File: config.mk
export PLATFORM = sky130hd
export DESIGN_NAME = c_integer_literal_parser_unit
export DESIGN_NICKNAME = d
export VERILOG_FILES = /design/src/rtl/cilp_pkg.sv /design/src/rtl/cilp_front.sv /design/src/rtl/cilp_back.sv /design/src/rtl/cilp_resq.sv /design/src/rtl/c_integer_literal_parser_unit.sv
export VERILOG_INCLUDE_DIRS = /design/src /design/src/rtl
export SDC_FILE = /design/constraint.sdc
export NUM_CORES = 1
export LEC_CHECK = 0
export ABC_AREA = 1
export BUFFER_PORTS_ARGS = -buffer_cell sky130_fd_sc_hd__buf_2
export CORE_MARGIN = 1
export CORE_UTILIZATION = 30
export DETAILED_ROUTE_END_ITERATION = 7
export SYNTH_ARGS = -nofsm -noshare
export SYNTH_HDL_FRONTEND = slang
export SYNTH_SLANG_ARGS = --single-unit
File: constraint.sdc
create_clock -name i_clk -period 6.6 [get_ports i_clk]
set_clock_uncertainty 0.2 [all_clocks]
set_input_delay 1.65 -clock i_clk [delete_from_list [all_inputs] [get_ports i_clk]]
set_output_delay 1.65 -clock i_clk [all_outputs]
set_load 0.02 [all_outputs]
File: src/rtl/c_integer_literal_parser_unit_assert.svh
// ----------------------------------------------------------------------------
// Assertion macros for the integer literal parser
// Concurrent checks on the rising clock edge, muted while reset is low.
// ----------------------------------------------------------------------------
`ifndef C_INTEGER_LITERAL_PARSER_UNIT_ASSERT_SVH
`define C_INTEGER_LITERAL_PARSER_UNIT_ASSERT_SVH

`ifndef SYNTHESIS
`define CILP_ASSERT_SAME(lbl, ante, cons, msg) \
    lbl: assert property (@(posedge i_clk) disable iff (!i_rst_n) (ante) |-> (cons)) \
        else $error(msg);
`define CILP_ASSERT_NEXT(lbl, ante, cons, msg) \
    lbl: assert property (@(posedge i_clk) disable iff (!i_rst_n) (ante) |=> (cons)) \
        else $error(msg);
`else
`define CILP_ASSERT_SAME(lbl, ante, cons, msg)
`define CILP_ASSERT_NEXT(lbl, ante, cons, msg)
`endif

`endif

File: src/rtl/cilp_pkg.sv
// ----------------------------------------------------------------------------
// Integer literal parser package
// Shared widths, character codes and the token and result records.
// ----------------------------------------------------------------------------
package cilp_pkg;

    localparam int VALUE_BITS  = 64;
    localparam int MAG_W       = 64;
    localparam int RADIX_W     = 5;
    localparam int DIGIT_W     = 4;
    localparam int LCOUNT_W    = 2;
    localparam int TOKQ_DEPTH  = 4;
    localparam int TOKQ_AW     = $clog2(TOKQ_DEPTH);
    localparam int TOKQ_CW     = $clog2(TOKQ_DEPTH + 1);
    localparam int RESQ_DEPTH  = 2;
    localparam int RESQ_AW     = $clog2(RESQ_DEPTH);
    localparam int RESQ_CW     = $clog2(RESQ_DEPTH + 1);

    localparam logic [7:0] CH_0  = 8'h30;
    localparam logic [7:0] CH_9  = 8'h39;
    localparam logic [7:0] CH_LA = 8'h61;
    localparam logic [7:0] CH_LF = 8'h66;
    localparam logic [7:0] CH_UA = 8'h41;
    localparam logic [7:0] CH_UF = 8'h46;
    localparam logic [7:0] CH_LX = 8'h78;
    localparam logic [7:0] CH_UX = 8'h58;
    localparam logic [7:0] CH_LU = 8'h75;
    localparam logic [7:0] CH_UU = 8'h55;
    localparam logic [7:0] CH_LL = 8'h6c;
    localparam logic [7:0] CH_UL = 8'h4c;

    localparam logic [RADIX_W-1:0] RADIX_OCT = 5'd8;
    localparam logic [RADIX_W-1:0] RADIX_DEC = 5'd10;
    localparam logic [RADIX_W-1:0] RADIX_HEX = 5'd16;

    typedef struct packed {
        logic               digit_ok;
        logic [DIGIT_W-1:0] digit;
        logic               is_zero;
        logic               is_x;
        logic               is_u;
        logic               is_l;
        logic               last;
    } t_tok;

    typedef struct packed {
        logic                ok;
        logic [MAG_W-1:0]    magnitude;
        logic [RADIX_W-1:0]  radix;
        logic                unsigned_suffix;
        logic [LCOUNT_W-1:0] long_suffix_count;
    } t_res;

endpackage

File: src/rtl/cilp_front.sv
// ----------------------------------------------------------------------------
// Integer literal parser front end
// Classifies each character into a token and queues it for the back end.
// ----------------------------------------------------------------------------
module cilp_front (
    input  logic          i_clk,
    input  logic          i_rst_n,
    input  logic          i_push,
    input  logic [7:0]    i_character,
    input  logic          i_last_char,
    output logic          o_full,
    output logic          o_tok_valid,
    output cilp_pkg::t_tok o_tok,
    input  logic          i_tok_pop
);
    import cilp_pkg::*;

    t_tok               r_mem [TOKQ_DEPTH];
    logic [TOKQ_AW-1:0] r_wp;
    logic [TOKQ_AW-1:0] r_rp;
    logic [TOKQ_CW-1:0] r_cnt;
    logic [TOKQ_CW-1:0] n_cnt;
    t_tok               cls;
    logic               wr_en;
    logic               rd_en;

    always_comb begin
        cls          = '0;
        cls.last     = i_last_char;
        cls.is_zero  = (i_character == CH_0);
        cls.is_x     = (i_character == CH_LX) || (i_character == CH_UX);
        cls.is_u     = (i_character == CH_LU) || (i_character == CH_UU);
        cls.is_l     = (i_character == CH_LL) || (i_character == CH_UL);
        if (i_character >= CH_0 && i_character <= CH_9) begin
            cls.digit_ok = 1'b1;
            cls.digit    = i_character[DIGIT_W-1:0];
        end else if (i_character >= CH_LA && i_character <= CH_LF) begin
            cls.digit_ok = 1'b1;
            cls.digit    = DIGIT_W'(i_character - CH_LA + 8'd10);
        end else if (i_character >= CH_UA && i_character <= CH_UF) begin
            cls.digit_ok = 1'b1;
            cls.digit    = DIGIT_W'(i_character - CH_UA + 8'd10);
        end
    end

    assign o_full      = (r_cnt == TOKQ_CW'(TOKQ_DEPTH));
    assign o_tok_valid = (r_cnt != '0);
    assign o_tok       = r_mem[r_rp];
    assign wr_en       = i_push && !o_full;
    assign rd_en       = i_tok_pop && o_tok_valid;

    always_comb begin
        case ({wr_en, rd_en})
            2'b10:   n_cnt = r_cnt + TOKQ_CW'(1);
            2'b01:   n_cnt = r_cnt - TOKQ_CW'(1);
            default: n_cnt = r_cnt;
        endcase
    end

    always_ff @(posedge i_clk) begin
        if (wr_en) begin
            r_mem[r_wp] <= cls;
        end
    end

    always_ff @(posedge i_clk) begin
        if (!i_rst_n) begin
            r_wp  <= '0;
            r_rp  <= '0;
            r_cnt <= '0;
        end else begin
            if (wr_en) begin
                r_wp <= r_wp + TOKQ_AW'(1);
            end
            if (rd_en) begin
                r_rp <= r_rp + TOKQ_AW'(1);
            end
            r_cnt <= n_cnt;
        end
    end

endmodule

File: src/rtl/cilp_back.sv
// ----------------------------------------------------------------------------
// Integer literal parser back end
// Runs the prefix, digit and suffix sequencer and folds digits into the value.
// ----------------------------------------------------------------------------
module cilp_back (
    input  logic           i_clk,
    input  logic           i_rst_n,
    input  logic           i_tok_valid,
    input  cilp_pkg::t_tok i_tok,
    output logic           o_tok_pop,
    input  logic           i_res_full,
    output logic           o_res_push,
    output cilp_pkg::t_res o_res
);
    import cilp_pkg::*;

    localparam logic [2:0] PH_FIRST  = 3'd0;
    localparam logic [2:0] PH_ZERO   = 3'd1;
    localparam logic [2:0] PH_HEXPFX = 3'd2;
    localparam logic [2:0] PH_DIGITS = 3'd3;
    localparam logic [2:0] PH_SUFFIX = 3'd4;

    localparam logic [1:0] BASE_DEC = 2'd0;
    localparam logic [1:0] BASE_OCT = 2'd1;
    localparam logic [1:0] BASE_HEX = 2'd2;

    localparam int SUM_W = VALUE_BITS + 4;

    logic [2:0]            r_phase,  n_phase;
    logic [VALUE_BITS-1:0] r_acc,    n_acc;
    logic [1:0]            r_base,   n_base;
    logic                  r_failed, n_failed;
    logic                  r_uns,    n_uns;
    logic [LCOUNT_W-1:0]   r_lc,     n_lc;

    logic                  suffix;
    logic                  do_digit;
    logic                  do_suffix;
    logic [RADIX_W-1:0]    radix;
    logic [SUM_W-1:0]      scaled;
    logic [SUM_W-1:0]      sum;
    logic                  good;

    assign suffix     = i_tok.is_u || i_tok.is_l;
    assign o_tok_pop  = i_tok_valid && (!i_tok.last || !i_res_full);
    assign o_res_push = o_tok_pop && i_tok.last;

    always_comb begin
        n_phase   = r_phase;
        n_acc     = r_acc;
        n_base    = r_base;
        n_failed  = r_failed;
        n_uns     = r_uns;
        n_lc      = r_lc;
        do_digit  = 1'b0;
        do_suffix = 1'b0;

        unique case (r_phase)
            PH_ZERO: begin
                if (i_tok.is_x) begin
                    n_phase = PH_HEXPFX;
                end else if (suffix) begin
                    do_suffix = 1'b1;
                    n_phase   = PH_SUFFIX;
                end else begin
                    n_base   = BASE_OCT;
                    n_phase  = PH_DIGITS;
                    do_digit = 1'b1;
                end
            end
            PH_HEXPFX: begin
                if (suffix) begin
                    do_suffix = 1'b1;
                    n_failed  = 1'b1;
                    n_phase   = PH_SUFFIX;
                end else begin
                    n_base   = BASE_HEX;
                    n_phase  = PH_DIGITS;
                    do_digit = 1'b1;
                end
            end
            PH_DIGITS: begin
                if (suffix) begin
                    do_suffix = 1'b1;
                    n_phase   = PH_SUFFIX;
                end else begin
                    do_digit = 1'b1;
                end
            end
            PH_SUFFIX: begin
                if (suffix) begin
                    do_suffix = 1'b1;
                end else begin
                    n_failed = 1'b1;
                end
            end
            default: begin
                if (i_tok.is_zero) begin
                    n_phase = PH_ZERO;
                end else if (suffix) begin
                    do_suffix = 1'b1;
                    n_failed  = 1'b1;
                    n_phase   = PH_SUFFIX;
                end else begin
                    n_base   = BASE_DEC;
                    n_phase  = PH_DIGITS;
                    do_digit = 1'b1;
                end
            end
        endcase

        unique case (n_base)
            BASE_HEX: begin
                radix  = RADIX_HEX;
                scaled = SUM_W'({r_acc, 4'b0000});
            end
            BASE_OCT: begin
                radix  = RADIX_OCT;
                scaled = SUM_W'({r_acc, 3'b000});
            end
            default: begin
                radix  = RADIX_DEC;
                scaled = SUM_W'({r_acc, 3'b000}) + SUM_W'({r_acc, 1'b0});
            end
        endcase
        sum = scaled + SUM_W'(i_tok.digit);

        if (do_digit) begin
            if (!i_tok.digit_ok || {1'b0, i_tok.digit} >= radix
                    || (sum[SUM_W-1:VALUE_BITS] != '0)) begin
                n_failed = 1'b1;
            end else begin
                n_acc = sum[VALUE_BITS-1:0];
            end
        end

        if (do_suffix) begin
            if (i_tok.is_u) begin
                n_uns = 1'b1;
            end else if (r_lc != '1) begin
                n_lc = r_lc + LCOUNT_W'(1);
            end
        end

        good = !n_failed && n_phase != PH_HEXPFX && n_phase != PH_FIRST;
        o_res.ok                = good;
        o_res.magnitude         = good ? MAG_W'(n_acc) : '0;
        o_res.radix             = good ? radix : RADIX_DEC;
        o_res.unsigned_suffix   = good && n_uns;
        o_res.long_suffix_count = good ? n_lc : '0;

        if (i_tok.last) begin
            n_phase  = PH_FIRST;
            n_acc    = '0;
            n_base   = BASE_DEC;
            n_failed = 1'b0;
            n_uns    = 1'b0;
            n_lc     = '0;
        end
    end

    always_ff @(posedge i_clk) begin
        if (!i_rst_n) begin
            r_phase  <= PH_FIRST;
            r_acc    <= '0;
            r_base   <= BASE_DEC;
            r_failed <= 1'b0;
            r_uns    <= 1'b0;
            r_lc     <= '0;
        end else if (o_tok_pop) begin
            r_phase  <= n_phase;
            r_acc    <= n_acc;
            r_base   <= n_base;
            r_failed <= n_failed;
            r_uns    <= n_uns;
            r_lc     <= n_lc;
        end
    end

endmodule

File: src/rtl/cilp_resq.sv
// ----------------------------------------------------------------------------
// Integer literal parser result queue
// Holds finished results until the consumer pops them.
// ----------------------------------------------------------------------------
module cilp_resq (
    input  logic           i_clk,
    input  logic           i_rst_n,
    input  logic           i_push,
    input  cilp_pkg::t_res i_res,
    output logic           o_full,
    output logic           o_empty,
    input  logic           i_pop,
    output cilp_pkg::t_res o_head
);
    import cilp_pkg::*;

    t_res               r_mem [RESQ_DEPTH];
    logic [RESQ_AW-1:0] r_wp;
    logic [RESQ_AW-1:0] r_rp;
    logic [RESQ_CW-1:0] r_cnt;
    logic [RESQ_CW-1:0] n_cnt;
    logic               wr_en;
    logic               rd_en;

    assign o_full  = (r_cnt == RESQ_CW'(RESQ_DEPTH));
    assign o_empty = (r_cnt == '0);
    assign o_head  = r_mem[r_rp];
    assign wr_en   = i_push && !o_full;
    assign rd_en   = i_pop && !o_empty;

    always_comb begin
        case ({wr_en, rd_en})
            2'b10:   n_cnt = r_cnt + RESQ_CW'(1);
            2'b01:   n_cnt = r_cnt - RESQ_CW'(1);
            default: n_cnt = r_cnt;
        endcase
    end

    always_ff @(posedge i_clk) begin
        if (wr_en) begin
            r_mem[r_wp] <= i_res;
        end
    end

    always_ff @(posedge i_clk) begin
        if (!i_rst_n) begin
            r_wp  <= '0;
            r_rp  <= '0;
            r_cnt <= '0;
        end else begin
            if (wr_en) begin
                r_wp <= r_wp + RESQ_AW'(1);
            end
            if (rd_en) begin
                r_rp <= r_rp + RESQ_AW'(1);
            end
            r_cnt <= n_cnt;
        end
    end

endmodule

File: src/rtl/c_integer_literal_parser_unit.sv
// ----------------------------------------------------------------------------
// C integer literal parser
// Takes one character per beat and returns one result per literal on its
// last character: ok flag, value, base, unsigned flag and long count. The
// unit sustains one character per clock while neither queue is full; the bound
// is the back end's value update, one multiply-by-base and add per character.
// A pushed character is classified into a four-entry token queue; the back
// end pops tokens from it and, on the last character, writes the result into
// the output queue, from which it can then be popped. The token queue lets
// the input keep flowing while the two-entry result queue waits on pop.
// ----------------------------------------------------------------------------
`include "c_integer_literal_parser_unit_assert.svh"

module c_integer_literal_parser_unit (
    input  logic                                   i_clk,
    input  logic                                   i_rst_n,
    input  logic                                   i_push,
    output logic                                   o_full,
    input  logic [7:0]                             i_character,
    input  logic                                   i_last_char,
    output logic                                   o_empty,
    input  logic                                   i_pop,
    output logic                                   o_ok,
    output logic [cilp_pkg::MAG_W-1:0]             o_magnitude,
    output logic [cilp_pkg::RADIX_W-1:0]           o_radix,
    output logic                                   o_unsigned_suffix,
    output logic [cilp_pkg::LCOUNT_W-1:0]          o_long_suffix_count
);
    import cilp_pkg::*;

    logic tok_valid;
    t_tok tok;
    logic tok_pop;
    logic res_full;
    logic res_push;
    t_res res;
    t_res head;

    cilp_front u_front (
        .i_clk       (i_clk),
        .i_rst_n     (i_rst_n),
        .i_push      (i_push),
        .i_character (i_character),
        .i_last_char (i_last_char),
        .o_full      (o_full),
        .o_tok_valid (tok_valid),
        .o_tok       (tok),
        .i_tok_pop   (tok_pop)
    );

    cilp_back u_back (
        .i_clk       (i_clk),
        .i_rst_n     (i_rst_n),
        .i_tok_valid (tok_valid),
        .i_tok       (tok),
        .o_tok_pop   (tok_pop),
        .i_res_full  (res_full),
        .o_res_push  (res_push),
        .o_res       (res)
    );

    cilp_resq u_resq (
        .i_clk   (i_clk),
        .i_rst_n (i_rst_n),
        .i_push  (res_push),
        .i_res   (res),
        .o_full  (res_full),
        .o_empty (o_empty),
        .i_pop   (i_pop),
        .o_head  (head)
    );

    assign o_ok                = head.ok;
    assign o_magnitude         = head.magnitude;
    assign o_radix             = head.radix;
    assign o_unsigned_suffix   = head.unsigned_suffix;
    assign o_long_suffix_count = head.long_suffix_count;

    `CILP_ASSERT_SAME(a_fail_clean, !o_empty && !o_ok, o_magnitude == '0 && o_radix == RADIX_DEC && !o_unsigned_suffix && o_long_suffix_count == '0, "failed result not cleared")
    `CILP_ASSERT_SAME(a_radix_legal, !o_empty, o_radix == RADIX_OCT || o_radix == RADIX_DEC || o_radix == RADIX_HEX, "illegal radix")
    `CILP_ASSERT_NEXT(a_last_held, tok_valid && tok.last && res_full, tok_valid && $stable(tok), "last token lost on full result queue")

endmodule
# Word-level counts from Yosys, hierarchy flattened
# Memory sizes are Yosys's and may differ from the RTL's. A register that Yosys moved wholly into a read port is not among the register bits.
# Cells that the tools add are included.
# Widths: inputs -> output; s select.
[word_totals]
regBits = 84
ram_bits = 186
input_bits = 13
out_inout_bits = 75
wordCells = 148
memories = 2
[op_classes]
add_sub_neg = 15
n_lt_le_gt_ge = 7
eq_ne = 21
muxes = 56
n_reduce_logical = 35
[mem_list]
columns = ["name", "words", "word_bits", "rd", "rd_clocked_by_memory_dff", "write_ports", "line", "source"]
rows = [
  ["u_resq.r_mem", 2, 73, 1, 1, 1, "cilp_resq.sv:17", "t_res r_mem [RESQ_DEPTH];"],
  ["u_front.r_mem", 4, 10, 1, 1, 1, "cilp_front.sv:18", "t_tok r_mem [TOKQ_DEPTH];"],
]
[ops]
columns = ["cell", "count"]
rows = [
  ["$mux 64", 4],
  ["$pmux 68 s2", 1],
  ["$add 67x65->68", 1],
  ["$add 68x4->68", 1],
  ["$eq 8x7->1 const B", 6],
  ["$mux 2", 13],
  ["$mux 1", 21],
  ["$mux 5", 4],
  ["$ge 8x7->1 const B", 2],
  ["$le 8x7->1 const B", 2],
  ["$mux 3", 5],
  ["$logic_and 1x1->1", 12],
  ["$pmux 3 s4", 1],
  ["$pmux 5 s2", 1],
  ["$add 2x1->2 const B", 4],
  ["$add 4x4->4 const B", 2],
  ["$eq 2x2->1 const B", 4],
  ["$eq 8x6->1 const B", 1],
  ["$ge 8x6->1 const B", 1],
  ["$le 8x6->1 const B", 1],
  ["$sub 4x1->4 const B", 2],
  ["$logic_or 1x1->1", 7],
  ["$eq 2x1->1 const B", 3],
  ["$eq 3x2->1 const B", 2],
  ["other kinds (21)", 33],
]

# Logic depth before layout (Yosys ltp)
[logic_depth]
depth_word = 15
mapped_depth = 45

# Cells and area by module
# Synthesis repeated with hierarchy kept, for this count alone.
[hier_totals]
cells_unflattened = 3195
area_unflattened_um2 = 22008.6
[by_module_without_submodules]
columns = ["module", "n_inst", "cells_each", "area_per_inst_um2", "seq_area_each_um2"]
rows = [
  ["cilp_back", 1, 2726, 13965.9, 1461.4],
  ["cilp_resq", 1, 267, 5869.4, 4484.3],
  ["cilp_front", 1, 202, 2173.3, 1381.3],
]

# Worst setup path after synthesis
# Ideal clock, no wire load.
[synth_timing]
path_type = "register to register"
startpoint = "reg (tool-made name)"
endpoint = "mem u_resq.r_mem[0][11] (netlist bit) (data pin)"
t_arrival_ns = 5.853
required_ns = 6.130
path_slack_ns = 0.277
path_stages_with_launch = 42
path_buffers = 7
period_less_slack_ns = 6.323
cell_sequence = "dfxtp_1 clkbuf_1 nor2_1 nor2_1 o21ai_0 nand3_1 inv_1 nand2_1 nor3_1 o21ai_0 inv_1 ha_1 buf_4 clkbuf_1 buf_2 buf_1 nand2_1 inv_1 [... 6 more ...] nor2_1 nand3_1 nor2_2 nand2_2 nor2_4 nand3_4 nor2_8 nand4_2 nor2_4 nand2_1 nand2_1 nand2_1 nor2_4 buf_6 buf_2 nand4_1 nand2_1 nor2_1"
[synth_rtl]
columns = ["element", "line"]
rows = [
  ["end: declaration", "cilp_resq.sv:17"],
]

==> results.cfg <==
[logic_synthesis]
async_reset_ff_share_pct = 0
netlist_top_cells_count = 1058 x nand2_1, 537 x inv_1, 250 x nor2_1
yosys_register_bits = 269
synth_top_cell_by_area = edfxtp_1
yosys_warnings = 0
synth_most_common_cell = nand2_1
synth_top_area_share_pct = 25.3
ys_types = 60
ys_seq_area_share_pct = 33.3
yosys-top-cells-area = edfxtp_1 25%, nand2_1 18%, inv_1 9.3%
avgSynthCellArea_um2 = 6.75
synth-edff-count = 182
synth_area_um2 = 21600
synth_ff_type = edfxtp_1
syn_inst = 3203

[critical_path]
slowest_delay_ns = 0.40
crit_type = flop to flop
crit_required_ns = 6.77
r2r_start = u_back.r_phase[0]
rrSetupSlack_ns = 0.44
cpLargestDelayFamily = simple AND/OR/NAND/NOR gates
worst_setup_path_end_kind = flop
path_buf_inv = 6
worstRegToRegCells = 37
r2r_end = u_resq.r_mem[1][40]
path_depth = 37
worstPathArrival_ns = 6.33
slowest_stage = dfxtp_1
crit_start = u_back.r_phase[0]
critPathCapture = u_resq.r_mem[1][40]
critPathLaunchType = flop
worstPathMaxFanout = 6
crit_path_frequent_cell = nand2_1

[global_routing]
grt_max_degree = 72
grt_overflow = 0
grt_pass1_wl_um = 109000
grt_antenna_before_repair = 0
first_global_vias = 19184
grtUsageTotal_pct = 18.7

[floorplan]
placementRows = 98
start_util_pct = 30.3
fp.coreArea_um2 = 71400
dieWidth_um = 270
io_pins = 88
die_y_um = 270
die_area_um2 = 73100

[cells_and_area]
antenna_cells = 0
nNetsFinal = 3353
syn_to_final_growth_pct = 11.2
drive_gt1_share_pct = 11.5
final_cells = 4225

[job]
cap_violations = 0

[pwr]
switching_share_pct = 51.4
powerDensity_nw_per_um2 = 435
p_leak_nw = 10.8
p_clk_share_pct = 13.9
pwr-share-seq_pct = 24.9
p_sw_mw = 5.37
p_int_mw = 5.09
ir_worst_vdd_v = 0.000477
p_comb_share_pct = 61.2

[drt]
antenna_left = 0
via_count = 20775
wl_per_cell_um = 16.7
drt-total-wl_um = 70600
via_per_inst = 4.92
firstDrtPassIters = 6
drt_iter0_drc = 1772
drc = 0

[clocking]
cts_tree = done
cts_htree_levels = 1
root_buffer = clkbuf_16
cts_inserted_buffers = 25
insertion_delay_ns = 0.56
hold_buffers = 0
cts_max_path_buffers = 3
clk_pin_slew_ns = 0.07
cts.sinks = 269

[sta]
hold_viol_final = 0
final-max-slew-violation-count = 0
fin_crit_sh_pct = 93.3
fmax_ghz = 0.162
tns_ns = 0
finalSetupViolCount = 0
grt_setup_unrepaired = no
slew_headroom_pct = 35.4
worstMarginPinSlew_ns = 0.966
min_period_ns = 6.16

[hold_path]
min-delay-start = u_resq.r_rp
hold_path.class = flop to flop

[status]
outcome = finished, final reports clean

[placed_design]
globalplace.congestion = 0.983
placed_cells = 4166
io_buffers = 85
dp_hpwl_um = 54300
==> power by group through the flow <==
stage	combinational [mW]	clock [mW]	sequential (mW)
after floorplan	3.94	0	2.53
after global placement	5.63	0	2.62
after detailed placement	5.64	0	2.63
after CTS	5.66	1.49	2.60
after global routing	6.87	1.54	2.65
final	6.40	1.46	2.61
==> layout by cell type, fill, tap and decap left out, types with 4 or more instances in the layout <==
| cell | netlist | layout |
|---|---|---|
| nor3_1 | 28 | 28 |
| xnor2_1 | 15 | 15 |
| buf_4 | 5 | 26 |
| o221ai_1 | 33 | 33 |
| dfxtp_1 | 87 | 85 |
| buf_2 | 26 | 85 |
| nor2_4 | 7 | 10 |
| edfxtp_1 | 182 | 182 |
| nand2_1 | 1058 | 1057 |
| a21oi_1 | 152 | 151 |
| nand3_2 | 9 | 11 |
| buf_12 | 0 | 4 |
| nand4_1 | 98 | 98 |
| o21ai_1 | 4 | 5 |
| a21oi_2 | 9 | 10 |
| xor2_1 | 41 | 41 |
| inv_2 | 13 | 16 |
| clkbuf_16 | 0 | 29 |
| inv_1 | 537 | 534 |
| nor2_2 | 33 | 36 |
| nand3_1 | 236 | 236 |
| clkinv_1 | 5 | 7 |
| o22ai_1 | 13 | 13 |
| buf_6 | 13 | 4 |
| ha_1 | 81 | 80 |
| nand3_4 | 4 | 5 |
| nor2_1 | 250 | 244 |
| nand2_2 | 38 | 38 |
| clkinv_2 | 0 | 7 |
| mux2_2 | 71 | 71 |
| o21ai_0 | 40 | 39 |
| and2_1 | 4 | 4 |
| a221o_1 | 9 | 9 |
==> layer usage <==
metal | part of all wire (%) | GRT usage (%) | up-vias
li1 | - | - | 10395
met1 | 46 | 26.8 | 9613
met2 | 44 | 29.3 | 699
met3 | 8.5 | 2.96 | 68
met4 | 1.6 | 3.82 | 0
met5 | 0 | 0 | -
==> how the worst min path moves through the flow <==
stage	cells past startpoint	slack, ns	end
floorplan	1	0.23	flop
global placement	1	0.22	flop
detailed placement	1	0.23	flop
CTS	1	0.25	flop
global route	2	0.29	u_back.r_base[1]
finish	1	0.25	flop
==> registers in the layout, summed over array words and instances, names as in the netlist, named ones only <==
register and count:
u_back.r_phase 3, u_front.r_mem 40, u_back.r_uns 1, u_back.r_failed 1, u_resq.r_mem 142, u_resq.r_cnt 2, u_back.r_lc 2, u_front.r_rp 2
u_front.r_wp 2, u_back.r_base 2, u_back.r_acc 64, u_resq.r_rp 1, u_front.r_cnt 3, u_resq.r_wp 1
==> cells by family after synthesis <==
kind of cell	count (synthesis)	synth area share, %
buf+inv	656	12.1
compound gates	280	7.77
simple gates	1786	35.9
mux	71	3.70
flops	269	33.3
other cells	1	0.0173
fa+ha+maj	84	4.97
xor+xnor	56	2.27
==> stage by stage <==
stage | setup slack (ns) | power [mW] | cell area [µm²] | hold slack (ns) | util, %
after global routing | 0.0130 | 11.1 | 24000 | 0.286 | 33.7
after CTS | 0.255 | 9.75 | 23800 | 0.250 | 33.4
after floorplan | 0.277 | 6.48 | 21600 | 0.226 | -
final | 0.441 | 10.5 | 24000 | 0.249 | 33.7
after detailed placement | 0.290 | 8.28 | 23000 | 0.229 | 32.2
after global placement | 0.338 | 8.25 | 23000 | 0.222 | 32.2
==> cell type report <==
| cell class | count | area (µm²) |
|---|---|---|
| Clock buffer | 29 | 682 |
| Clock inverter | 17 | 143 |
| Fill cell | 7802 | 47300 |
| Inverter | 555 | 2080 |
| Multi-Input combinational cell | 2282 | 11900 |
| Sequential cell | 269 | 7210 |
| Tap cell | 950 | 1190 |
| Timing Repair Buffer | 123 | 836 |
==> timing repair <==
| action | 4_1_cts | 5_1_grt |
|---|---|---|
| hold endpoints to repair | 0 | 0 |
| endpoints found under the setup margin | 0 | 198 |
| resized for setup | 0 | 17 |
| buffers inserted | 0 | 6 |
(Power assumes the default switching activity.)
